## src/rtl/nsf_pkg.sv

```systemverilog
// ---------------------------------------------------------------------------
// nsf_pkg
// Shared types, codes and helper functions for the NMEA sentence framer.
// ---------------------------------------------------------------------------
package nsf_pkg;

  localparam int TERM_CHARS_DEF  = 15;
  localparam int QUEUE_DEPTH_DEF = 2;
  localparam int NAME_LEN        = 5;

  localparam logic [7:0] CH_DOLLAR = 8'h24;
  localparam logic [7:0] CH_COMMA  = 8'h2C;
  localparam logic [7:0] CH_STAR   = 8'h2A;
  localparam logic [7:0] CH_CR     = 8'h0D;
  localparam logic [7:0] CH_LF     = 8'h0A;
  localparam logic [7:0] CH_ZERO   = 8'h30;
  localparam logic [7:0] CH_FIX    = 8'h41;

  localparam logic [2:0] ST_NONE = 3'd0;
  localparam logic [2:0] ST_RMC  = 3'd1;
  localparam logic [2:0] ST_GGA  = 3'd2;
  localparam logic [2:0] ST_GSV  = 3'd3;
  localparam logic [2:0] ST_VTG  = 3'd4;
  localparam logic [2:0] ST_GSA  = 3'd5;
  localparam logic [2:0] ST_GLL  = 3'd6;
  localparam logic [2:0] ST_FAIL = 3'd7;

  localparam logic [2:0] CL_BODY  = 3'd0;
  localparam logic [2:0] CL_COMMA = 3'd1;
  localparam logic [2:0] CL_STAR  = 3'd2;
  localparam logic [2:0] CL_EOL   = 3'd3;
  localparam logic [2:0] CL_START = 3'd4;

  typedef logic [0:NAME_LEN-1][7:0] name_t;

  typedef struct packed {
    logic [2:0] cls;
    logic [7:0] ch;
  } item_t;

  typedef struct packed {
    logic empty;
    logic full;
  } q_stat_t;

  function automatic logic [7:0] hex_value(input logic [7:0] c);
    logic [7:0] v;
    if (c inside {[8'h41:8'h46]}) begin
      v = c - 8'h37;
    end else if (c inside {[8'h61:8'h66]}) begin
      v = c - 8'h57;
    end else begin
      v = c - CH_ZERO;
    end
    return v;
  endfunction

  function automatic logic [2:0] name_kind(input name_t n);
    logic [2:0] k;
    case (n)
      name_t'("GPRMC"), name_t'("GNRMC"): k = ST_RMC;
      name_t'("GPGGA"), name_t'("GNGGA"): k = ST_GGA;
      name_t'("GPGSV"): k = ST_GSV;
      name_t'("GPVTG"): k = ST_VTG;
      name_t'("GPGSA"): k = ST_GSA;
      name_t'("GPGLL"): k = ST_GLL;
      default: k = ST_NONE;
    endcase
    return k;
  endfunction

endpackage

```

## src/rtl/nsf_front.sv

```systemverilog
// ---------------------------------------------------------------------------
// nsf_front
// Accepts incoming characters and tags each with its framing class.
// ---------------------------------------------------------------------------
module nsf_front (
  input  logic                 in_push,
  input  logic [7:0]           in_ch,
  input  nsf_pkg::q_stat_t     q_stat,
  output logic                 in_full,
  output logic                 q_push,
  output nsf_pkg::item_t       q_item
);

  logic [2:0] cls;

  always_comb begin
    case (in_ch)
      nsf_pkg::CH_COMMA:           cls = nsf_pkg::CL_COMMA;
      nsf_pkg::CH_STAR:            cls = nsf_pkg::CL_STAR;
      nsf_pkg::CH_CR, nsf_pkg::CH_LF: cls = nsf_pkg::CL_EOL;
      nsf_pkg::CH_DOLLAR:          cls = nsf_pkg::CL_START;
      default:                     cls = nsf_pkg::CL_BODY;
    endcase
  end

  assign in_full     = q_stat.full;
  assign q_push      = in_push && !q_stat.full;
  assign q_item.cls  = cls;
  assign q_item.ch   = in_ch;

endmodule

```

## src/rtl/nsf_queue.sv

```systemverilog
// ---------------------------------------------------------------------------
// nsf_queue
// Short register queue between the front and back parts.
// ---------------------------------------------------------------------------
module nsf_queue #(
  parameter int WIDTH = $bits(nsf_pkg::item_t),
  parameter int DEPTH = nsf_pkg::QUEUE_DEPTH_DEF
) (
  input  logic              clk,
  input  logic              rst_n,
  input  logic              push,
  input  logic [WIDTH-1:0]  wr_data,
  input  logic              pop,
  output logic [WIDTH-1:0]  rd_data,
  output nsf_pkg::q_stat_t  q_stat
);

  localparam int PW = (DEPTH > 1) ? $clog2(DEPTH) : 1;
  localparam int CW = $clog2(DEPTH + 1);

  logic [WIDTH-1:0] mem_r [DEPTH];
  logic [PW-1:0]    wr_ptr_r, wr_ptr_nxt;
  logic [PW-1:0]    rd_ptr_r, rd_ptr_nxt;
  logic [CW-1:0]    cnt_r, cnt_nxt;
  logic             do_push, do_pop;

  assign q_stat.empty = (cnt_r == '0);
  assign q_stat.full  = (cnt_r == CW'(DEPTH));
  assign do_push      = push && !q_stat.full;
  assign do_pop       = pop && !q_stat.empty;
  assign rd_data      = mem_r[rd_ptr_r];

  always_comb begin
    wr_ptr_nxt = wr_ptr_r;
    rd_ptr_nxt = rd_ptr_r;
    cnt_nxt    = cnt_r;
    if (do_push) begin
      wr_ptr_nxt = (wr_ptr_r == PW'(DEPTH - 1)) ? '0 : wr_ptr_r + PW'(1);
    end
    if (do_pop) begin
      rd_ptr_nxt = (rd_ptr_r == PW'(DEPTH - 1)) ? '0 : rd_ptr_r + PW'(1);
    end
    if (do_push && !do_pop) begin
      cnt_nxt = cnt_r + CW'(1);
    end else if (do_pop && !do_push) begin
      cnt_nxt = cnt_r - CW'(1);
    end
  end

  always_ff @(posedge clk) begin
    if (!rst_n) begin
      wr_ptr_r <= '0;
      rd_ptr_r <= '0;
      cnt_r    <= '0;
    end else begin
      wr_ptr_r <= wr_ptr_nxt;
      rd_ptr_r <= rd_ptr_nxt;
      cnt_r    <= cnt_nxt;
    end
  end

  always_ff @(posedge clk) begin
    if (do_push) begin
      mem_r[wr_ptr_r] <= wr_data;
    end
  end

endmodule

```

## src/rtl/nsf_back.sv

```systemverilog
// ---------------------------------------------------------------------------
// nsf_back
// Carries out framing, checksum and fix tracking; holds the result slot.
// ---------------------------------------------------------------------------
module nsf_back #(
  parameter int TERM_CHARS = nsf_pkg::TERM_CHARS_DEF
) (
  input  logic              clk,
  input  logic              rst_n,
  input  nsf_pkg::q_stat_t  q_stat,
  input  nsf_pkg::item_t    q_item,
  output logic              q_pop,
  input  logic              out_pop,
  output logic              out_empty,
  output logic [2:0]        out_status,
  output logic              out_has_fix,
  output logic [31:0]       out_passed_count,
  output logic [31:0]       out_failed_count,
  output logic [31:0]       out_fix_count,
  output logic [31:0]       out_char_count
);

  localparam int FW = $clog2(TERM_CHARS);

  logic [7:0]      xor_r, xor_nxt;
  logic            cs_r, cs_nxt;
  logic [2:0]      kind_r, kind_nxt;
  logic [7:0]      idx_r, idx_nxt;
  logic [FW-1:0]   fill_r, fill_nxt;
  nsf_pkg::name_t  chars_r, chars_nxt;
  logic            fix_r, fix_nxt;
  logic [31:0]     pass_r, pass_nxt;
  logic [31:0]     fail_r, fail_nxt;
  logic [31:0]     fixc_r, fixc_nxt;
  logic [31:0]     charc_r, charc_nxt;
  logic [2:0]      status_r, status_nxt;
  logic            valid_r, valid_nxt;

  logic [7:0]      hi_ch, lo_ch, hex_hi, hex_lo, sum;

  assign q_pop = !q_stat.empty && (!valid_r || out_pop);

  assign hi_ch  = (fill_r != '0) ? chars_r[0] : 8'h00;
  assign lo_ch  = (fill_r > FW'(1)) ? chars_r[1] : 8'h00;
  assign hex_hi = nsf_pkg::hex_value(hi_ch);
  assign hex_lo = nsf_pkg::hex_value(lo_ch);
  assign sum    = {hex_hi[3:0], 4'h0} + hex_lo;

  always_comb begin
    xor_nxt    = xor_r;
    cs_nxt     = cs_r;
    kind_nxt   = kind_r;
    idx_nxt    = idx_r;
    fill_nxt   = fill_r;
    chars_nxt  = chars_r;
    fix_nxt    = fix_r;
    pass_nxt   = pass_r;
    fail_nxt   = fail_r;
    fixc_nxt   = fixc_r;
    charc_nxt  = charc_r;
    status_nxt = status_r;
    valid_nxt  = valid_r && !out_pop;
    if (q_pop) begin
      valid_nxt  = 1'b1;
      status_nxt = nsf_pkg::ST_NONE;
      charc_nxt  = charc_r + 32'd1;
      case (q_item.cls)
        nsf_pkg::CL_COMMA, nsf_pkg::CL_STAR, nsf_pkg::CL_EOL: begin
          if (q_item.cls == nsf_pkg::CL_COMMA) begin
            xor_nxt = xor_r ^ q_item.ch;
          end
          if (cs_r) begin
            if (sum == xor_nxt) begin
              pass_nxt   = pass_r + 32'd1;
              status_nxt = kind_r;
              if (fix_r) begin
                fixc_nxt = fixc_r + 32'd1;
              end
            end else begin
              fail_nxt   = fail_r + 32'd1;
              status_nxt = nsf_pkg::ST_FAIL;
            end
          end else if (idx_r == 8'd0) begin
            kind_nxt = (fill_r == FW'(nsf_pkg::NAME_LEN)) ?
                       nsf_pkg::name_kind(chars_r) : nsf_pkg::ST_NONE;
          end else if (fill_r != '0) begin
            if (kind_r == nsf_pkg::ST_RMC && idx_r == 8'd2) begin
              fix_nxt = (chars_r[0] == nsf_pkg::CH_FIX);
            end else if (kind_r == nsf_pkg::ST_GGA && idx_r == 8'd6) begin
              fix_nxt = (chars_r[0] > nsf_pkg::CH_ZERO);
            end
          end
          if (idx_r != 8'hFF) begin
            idx_nxt = idx_r + 8'd1;
          end
          fill_nxt = '0;
          cs_nxt   = (q_item.cls == nsf_pkg::CL_STAR);
        end
        nsf_pkg::CL_START: begin
          idx_nxt  = 8'd0;
          fill_nxt = '0;
          xor_nxt  = 8'h00;
          kind_nxt = nsf_pkg::ST_NONE;
          cs_nxt   = 1'b0;
          fix_nxt  = 1'b0;
        end
        default: begin
          if (fill_r < FW'(TERM_CHARS - 1)) begin
            if (fill_r < FW'(nsf_pkg::NAME_LEN)) begin
              chars_nxt[fill_r[2:0]] = q_item.ch;
            end
            fill_nxt = fill_r + FW'(1);
          end
          if (!cs_r) begin
            xor_nxt = xor_r ^ q_item.ch;
          end
        end
      endcase
    end
  end

  always_ff @(posedge clk) begin
    if (!rst_n) begin
      xor_r   <= 8'h00;
      cs_r    <= 1'b0;
      kind_r  <= nsf_pkg::ST_NONE;
      idx_r   <= 8'd0;
      fill_r  <= '0;
      fix_r   <= 1'b0;
      pass_r  <= 32'd0;
      fail_r  <= 32'd0;
      fixc_r  <= 32'd0;
      charc_r <= 32'd0;
      valid_r <= 1'b0;
    end else begin
      xor_r   <= xor_nxt;
      cs_r    <= cs_nxt;
      kind_r  <= kind_nxt;
      idx_r   <= idx_nxt;
      fill_r  <= fill_nxt;
      fix_r   <= fix_nxt;
      pass_r  <= pass_nxt;
      fail_r  <= fail_nxt;
      fixc_r  <= fixc_nxt;
      charc_r <= charc_nxt;
      valid_r <= valid_nxt;
    end
  end

  always_ff @(posedge clk) begin
    chars_r  <= chars_nxt;
    status_r <= status_nxt;
  end

  assign out_empty        = !valid_r;
  assign out_status       = status_r;
  assign out_has_fix      = fix_r;
  assign out_passed_count = pass_r;
  assign out_failed_count = fail_r;
  assign out_fix_count    = fixc_r;
  assign out_char_count   = charc_r;

endmodule

```

## src/rtl/nmea_sentence_framer_unit.sv

```systemverilog
// ---------------------------------------------------------------------------
// nmea_sentence_framer_unit
// Frames NMEA 0183 sentences one character at a time, checks the XOR
// checksum, tracks sentence type and fix, and keeps wrapping counters.
//
//   channel  ports                          transfer when
//   input    in_push in_full in_ch          in_push && !in_full
//   result   out_pop out_empty out_*        out_pop && !out_empty
//
// One result per character; one character per cycle while results are popped.
// A transfer writes the character into the queue; the back part then pops it
// and updates state into the result slot once that slot is free or popped.
// The result slot frees on the same cycle it is popped, so the back part
// keeps pace; stalls on the result side fill the queue and raise in_full.
// Sync active-low reset clears counters and state except chars_r, status_r.
// ---------------------------------------------------------------------------
module nmea_sentence_framer_unit #(
  parameter int TERM_CHARS  = nsf_pkg::TERM_CHARS_DEF,
  parameter int QUEUE_DEPTH = nsf_pkg::QUEUE_DEPTH_DEF
) (
  input  logic        clk,
  input  logic        rst_n,
  input  logic        in_push,
  output logic        in_full,
  input  logic [7:0]  in_ch,
  input  logic        out_pop,
  output logic        out_empty,
  output logic [2:0]  out_status,
  output logic        out_has_fix,
  output logic [31:0] out_passed_count,
  output logic [31:0] out_failed_count,
  output logic [31:0] out_fix_count,
  output logic [31:0] out_char_count
);

  nsf_pkg::q_stat_t q_stat;
  nsf_pkg::item_t   wr_item, rd_item;
  logic             q_push, q_pop;

  nsf_front u_front (
    .in_push (in_push),
    .in_ch   (in_ch),
    .q_stat  (q_stat),
    .in_full (in_full),
    .q_push  (q_push),
    .q_item  (wr_item)
  );

  nsf_queue #(
    .WIDTH ($bits(nsf_pkg::item_t)),
    .DEPTH (QUEUE_DEPTH)
  ) u_queue (
    .clk     (clk),
    .rst_n   (rst_n),
    .push    (q_push),
    .wr_data (wr_item),
    .pop     (q_pop),
    .rd_data (rd_item),
    .q_stat  (q_stat)
  );

  nsf_back #(
    .TERM_CHARS (TERM_CHARS)
  ) u_back (
    .clk              (clk),
    .rst_n            (rst_n),
    .q_stat           (q_stat),
    .q_item           (rd_item),
    .q_pop            (q_pop),
    .out_pop          (out_pop),
    .out_empty        (out_empty),
    .out_status       (out_status),
    .out_has_fix      (out_has_fix),
    .out_passed_count (out_passed_count),
    .out_failed_count (out_failed_count),
    .out_fix_count    (out_fix_count),
    .out_char_count   (out_char_count)
  );

  a_char_step: assert property (@(posedge clk) disable iff (!rst_n)
    (rst_n && q_pop) |=> (out_char_count == $past(out_char_count) + 32'd1))
    else $error("char count did not advance by one on transfer");

  a_fail_status: assert property (@(posedge clk) disable iff (!rst_n)
    (rst_n && q_pop) |=>
      ((out_failed_count != $past(out_failed_count)) ==
       (out_status == nsf_pkg::ST_FAIL)))
    else $error("failed count and status disagree");

  a_slot_drain: assert property (@(posedge clk) disable iff (!rst_n)
    (rst_n && !out_empty && out_pop && q_stat.empty) |=> out_empty)
    else $error("result slot not freed after pop");

  a_no_idle_take: assert property (@(posedge clk) disable iff (!rst_n)
    (!out_empty && !out_pop) |-> !q_pop)
    else $error("back part advanced over a waiting result");

endmodule
```

## config.mk

```make
export PLATFORM = sky130hd
export DESIGN_NAME = nmea_sentence_framer_unit
export DESIGN_NICKNAME = d
export VERILOG_FILES = /design/src/rtl/nsf_pkg.sv /design/src/rtl/nsf_front.sv /design/src/rtl/nsf_queue.sv /design/src/rtl/nsf_back.sv /design/src/rtl/nmea_sentence_framer_unit.sv
export SDC_FILE = /design/constraint.sdc
export NUM_CORES = 1
export LEC_CHECK = 0
export BUFFER_PORTS_ARGS = -buffer_cell sky130_fd_sc_hd__buf_2
export CAP_MARGIN = 25
export CORE_ASPECT_RATIO = 1.1
export CORE_UTILIZATION = 50
export CTS_BUF_LIST = sky130_fd_sc_hd__clkbuf_16
export DETAILED_ROUTE_END_ITERATION = 16
export GPL_TIMING_DRIVEN = 0
export PLACE_DENSITY_LB_ADDON = 0.15
export SLEW_MARGIN = 20
export SYNTH_ARGS = -nofsm -noshare
export SYNTH_HDL_FRONTEND = slang
export SYNTH_SLANG_ARGS = --single-unit
export TNS_END_PERCENT = 20
```

## constraint.sdc

```tcl
create_clock -name clk -period 6.7 [get_ports clk]
set_input_delay 1.34 -clock clk [delete_from_list [all_inputs] [get_ports clk]]
set_output_delay 1.34 -clock clk [all_outputs]
set_load 0.02 [all_outputs]
```

==> impl_metrics.ini <==
[timing]
holdWs_ps = 486
rsz0062_at_grt = false
setup_violations = 0
hold_violations = 0
timing.setup.tns_ps = 0
tightestPinTransition_ps = 894
max_freq_ghz = 0.166
slew_violations = 0
max_slew_margin_pct = 40.2
fin_crit_ps = 6040
fin_crit_sh_pct = 90.2
fin_worst_skew_ps = 21.2

[power_and_ir_drop]
p_per_area_mw_per_mm2 = 286
peakVddDrop_mv = 0.207
cellLeakagePower_nw = 4.88

[cells_and_area]
syn2layout_area_growth_pct = 16.4
fillCellCount = 1994
final_nets = 1460
antenna_cells = 0
drive_gt1_share_pct = 15.2
instances_no_fill = 1734

[synthesis]
mappedNetlistNets = 1284
synth_compound_area_share_pct = 16.0
synth_edf_count = 65
synthFlopType = dfxtp_1
ys_warn_count = 0
syn_area_mm2 = 0.0114
synth_top_area_share_pct = 27.9
yosys.area_share.simple_pct = 25.2
synth_cells = 1245
synthArstFlopShare_pct = 0
seq_area_frac_synth_pct = 45.1
synth_xor_area_share_pct = 5.41
synth_top_family_by_area = simple AND/OR/NAND/NOR gates
ys_types = 74
synth_top_area_cell = dfxtp_1
synthAdderAreaFrac_pct = 3.03
syn_area_per_cell_um2 = 9.15
ys_top_cells_by_area = dfxtp_1 28%, edfxtp_1 17%, a21oi_1 5.8%
ys_ff_latch = 224
synthMuxAreaShare_pct = 1.43

[clock_tree]
cts_hold_buf = 0
numClockSinks = 224
cts_buffers = 25
root_buffer = clkbuf_16
clk_pin_slew_worst_paths_ps = 60
clk_path_buf_depth = 3
cts_max_level = 1
clock_latency_ps = 530
cts_tree = yes

[worst_setup_path]
slowest_stage = dfxtp_1
arrival_ps = 6430
crit_buf_inv = 4
critPathRequiredTime_ps = 7090
crit_top_cell = ha_1
worstPathCellList = inv_1 > ha_1 > o21ai_2 > and2_1 > inv_1 > ha_1 > or3b_1 > o32ai_1 > or2_2 > nor2_1 > a221oi_2 > ha_1 > a21o_1 > a21oi_1 > xnor2_1 > xnor3_1 > xnor2_1 > o2111ai_4 > clkbuf_1 > clkbuf_1 > o31ai_1 > a21oi_1
critical_path_class = flop to flop
max_stage_delay_ps = 460
path_max_fanout = 10
cpLargestDelayFamily = compound AO/OA/AOI/OAI gates
startpoint_type = flop
end_kind = flop

[routing]
wirelength_um = 30700
drtIter0Drc = 688
vias_per_cell = 5.99
vias = 10400
remaining_drc_errors = 0
drt_pass1_iterations = 5
routedWlPerCell_um = 17.7
ant_nets = 0

[status]
outcome = finished clean

[placed_design]
portBuffers = 145
gp_congestion = 0.863
place_inst = 1689
hpwl_um = 21600

[global_routing]
overflow = 0
grt_util_met3_pct = 4.09
grt_start_max_net_pins = 14
grt_usage_pct = 25.9
grt.busiest_layer = met2
grt_pass1_wl_um = 50000
grt_pass1_vias = 9759
antenna_found_initial = 0
use_met1_pct = 35.4
grtUsageMet2_pct = 41.8

[floorplan]
ioPinCount = 146
dieArea_mm2 = 0.0234
die_height_um = 160
fp-row-count = 57
start_util_pct = 51.2
die_w_um = 146
coreArea_mm2 = 0.0223

[min_path]
min_path_type = flop to flop

[flow_run]
cap_violations = 0
## per-stage QoR
step                total power, mW  cell area (µm²)  util (%)  worst slack, ps
global route                   3.97            13300      59.6              157
detailed placement             2.56            12500      56.2            -89.4
finish                         3.80            13300      59.6              659
global placement               2.54            12500      56.1            -7.36
floorplan                      2.28            11400         -             1240
CTS                            3.80            13200      59.5              135
## where the power goes
group	internal, mW	switching, mW	total, mW
sequential	1.53	0.0847	1.61
combinational	0.323	0.615	0.938
clock	0.698	0.548	1.25
total	2.55	1.25	3.80
## worst paths after layout
path | startpoint | endpoint | slack (ps) | depth (start not counted)
hold reg to reg | u_back.out_failed_count[31] | u_back.out_failed_count[31] | 490 | 2
hold / removal | u_back.out_failed_count[31] | u_back.out_failed_count[31] | 490 | 2
setup / recovery | u_back.fill_r[0] | u_back.out_passed_count[20] | 660 | 22
setup reg to reg | u_back.fill_r[0] | u_back.out_passed_count[20] | 660 | 22
## flip-flops by register name, indices dropped and copies added (netlist names), named ones only
name and flops:
u_back.out_failed_count 32, u_back.out_passed_count 32, u_queue.mem_r 22, u_back.valid_r 1
u_back.out_fix_count 32, u_queue.cnt_r 2, u_back.fill_r 4, u_queue.wr_ptr_r 1
u_back.out_has_fix 1, u_back.out_status 3, u_back.chars_r 40, u_back.idx_r 8
u_back.kind_r 3, u_back.xor_r 8, u_queue.rd_ptr_r 1, u_back.cs_r 1
u_back.out_char_count 32
## timing repair
item	in CTS	in global routing
pin swaps	0	0
buffers inserted	0	0
gates resized for setup	1	9
endpoints found under the setup margin	33	97
## kinds of logic after synthesis
kind of cell | after synthesis
multiplexers | 16
AND/OR/NAND/NOR | 512
AO/OA/AOI/OAI | 289
XOR/XNOR | 64
adder cells (fa/ha/maj) | 27
buffers and inverters | 113
flip-flops | 224
## Yosys cell counts (3+ instances only)
master    count
dfxtp_1     159
a21oi_1     133
nand2_1      91
or4_1        88
nor2_1       87
o31ai_1      82
edfxtp_1     65
clkbuf_1     59
nand3_1      55
nand4_1      44
inv_1        36
xor2_1       36
o21ai_0      31
and3_1       26
ha_1         26
or3_1        24
xnor2_1      24
nor3_1       17
mux2i_1      14
nand2b_1     14
and4_1       11
and2_1       10
nor2b_1       9
buf_2         8
buf_1         6
nor3b_1       6
a32oi_1       4
nand4b_1      4
nor4_1        4
o21a_1        4
or2_2         4
a21oi_2       3
a31oi_1       3
nand3b_1      3
o211ai_1      3
or3b_2        3
xnor3_1       3
## cell usage in the layout, fill, tap and decap left out, types with 9 or more instances in the layout
cell / n
o31ai_1: 82
nor3_1: 17
a21oi_1: 133
nand4_1: 44
ha_1: 26
and3_1: 26
mux2i_1: 14
xnor2_1: 24
nor2b_1: 9
dfxtp_1: 159
buf_2: 157
xor2_1: 36
nand3_1: 55
clkbuf_16: 26
nor2_1: 87
or3_1: 24
clkbuf_1: 55
edfxtp_1: 65
nand2_1: 91
nand2b_1: 14
o21ai_0: 30
inv_1: 43
and2_1: 10
or4_1: 88
and4_1: 11
## metal layers
| layer | vias to the layer above | wire length (µm) | share of wire [%] |
|---|---|---|---|
| met3 | 43 | 2220 | 7.2 |
| met1 | 4924 | 13600 | 44 |
| met2 | 368 | 14100 | 46 |
| li1 | 5047 | - | - |
| met4 | 0 | 745 | 2.4 |
| met5 | - | 0 | 0 |
## layout make-up
class	instances	area [µm²]	share of cell area, %
Multi-Input combinational cell	908	5830	44.0
Sequential cell	224	5130	38.7
Timing Repair Buffer	150	751	5.66
Clock buffer	26	651	4.90
Tap cell	295	369	2.78
Buffer	75	305	2.30
Inverter	37	139	1.05
Clock inverter	19	85.1	0.641
## worst min-delay path: cells and delay by family (launching register included)
family | cells | cell delay (ps)
flip-flops | 1 | 320
AO/OA/AOI/OAI | 2 | 110
Note: power is estimated with default switching activity, not from simulation.
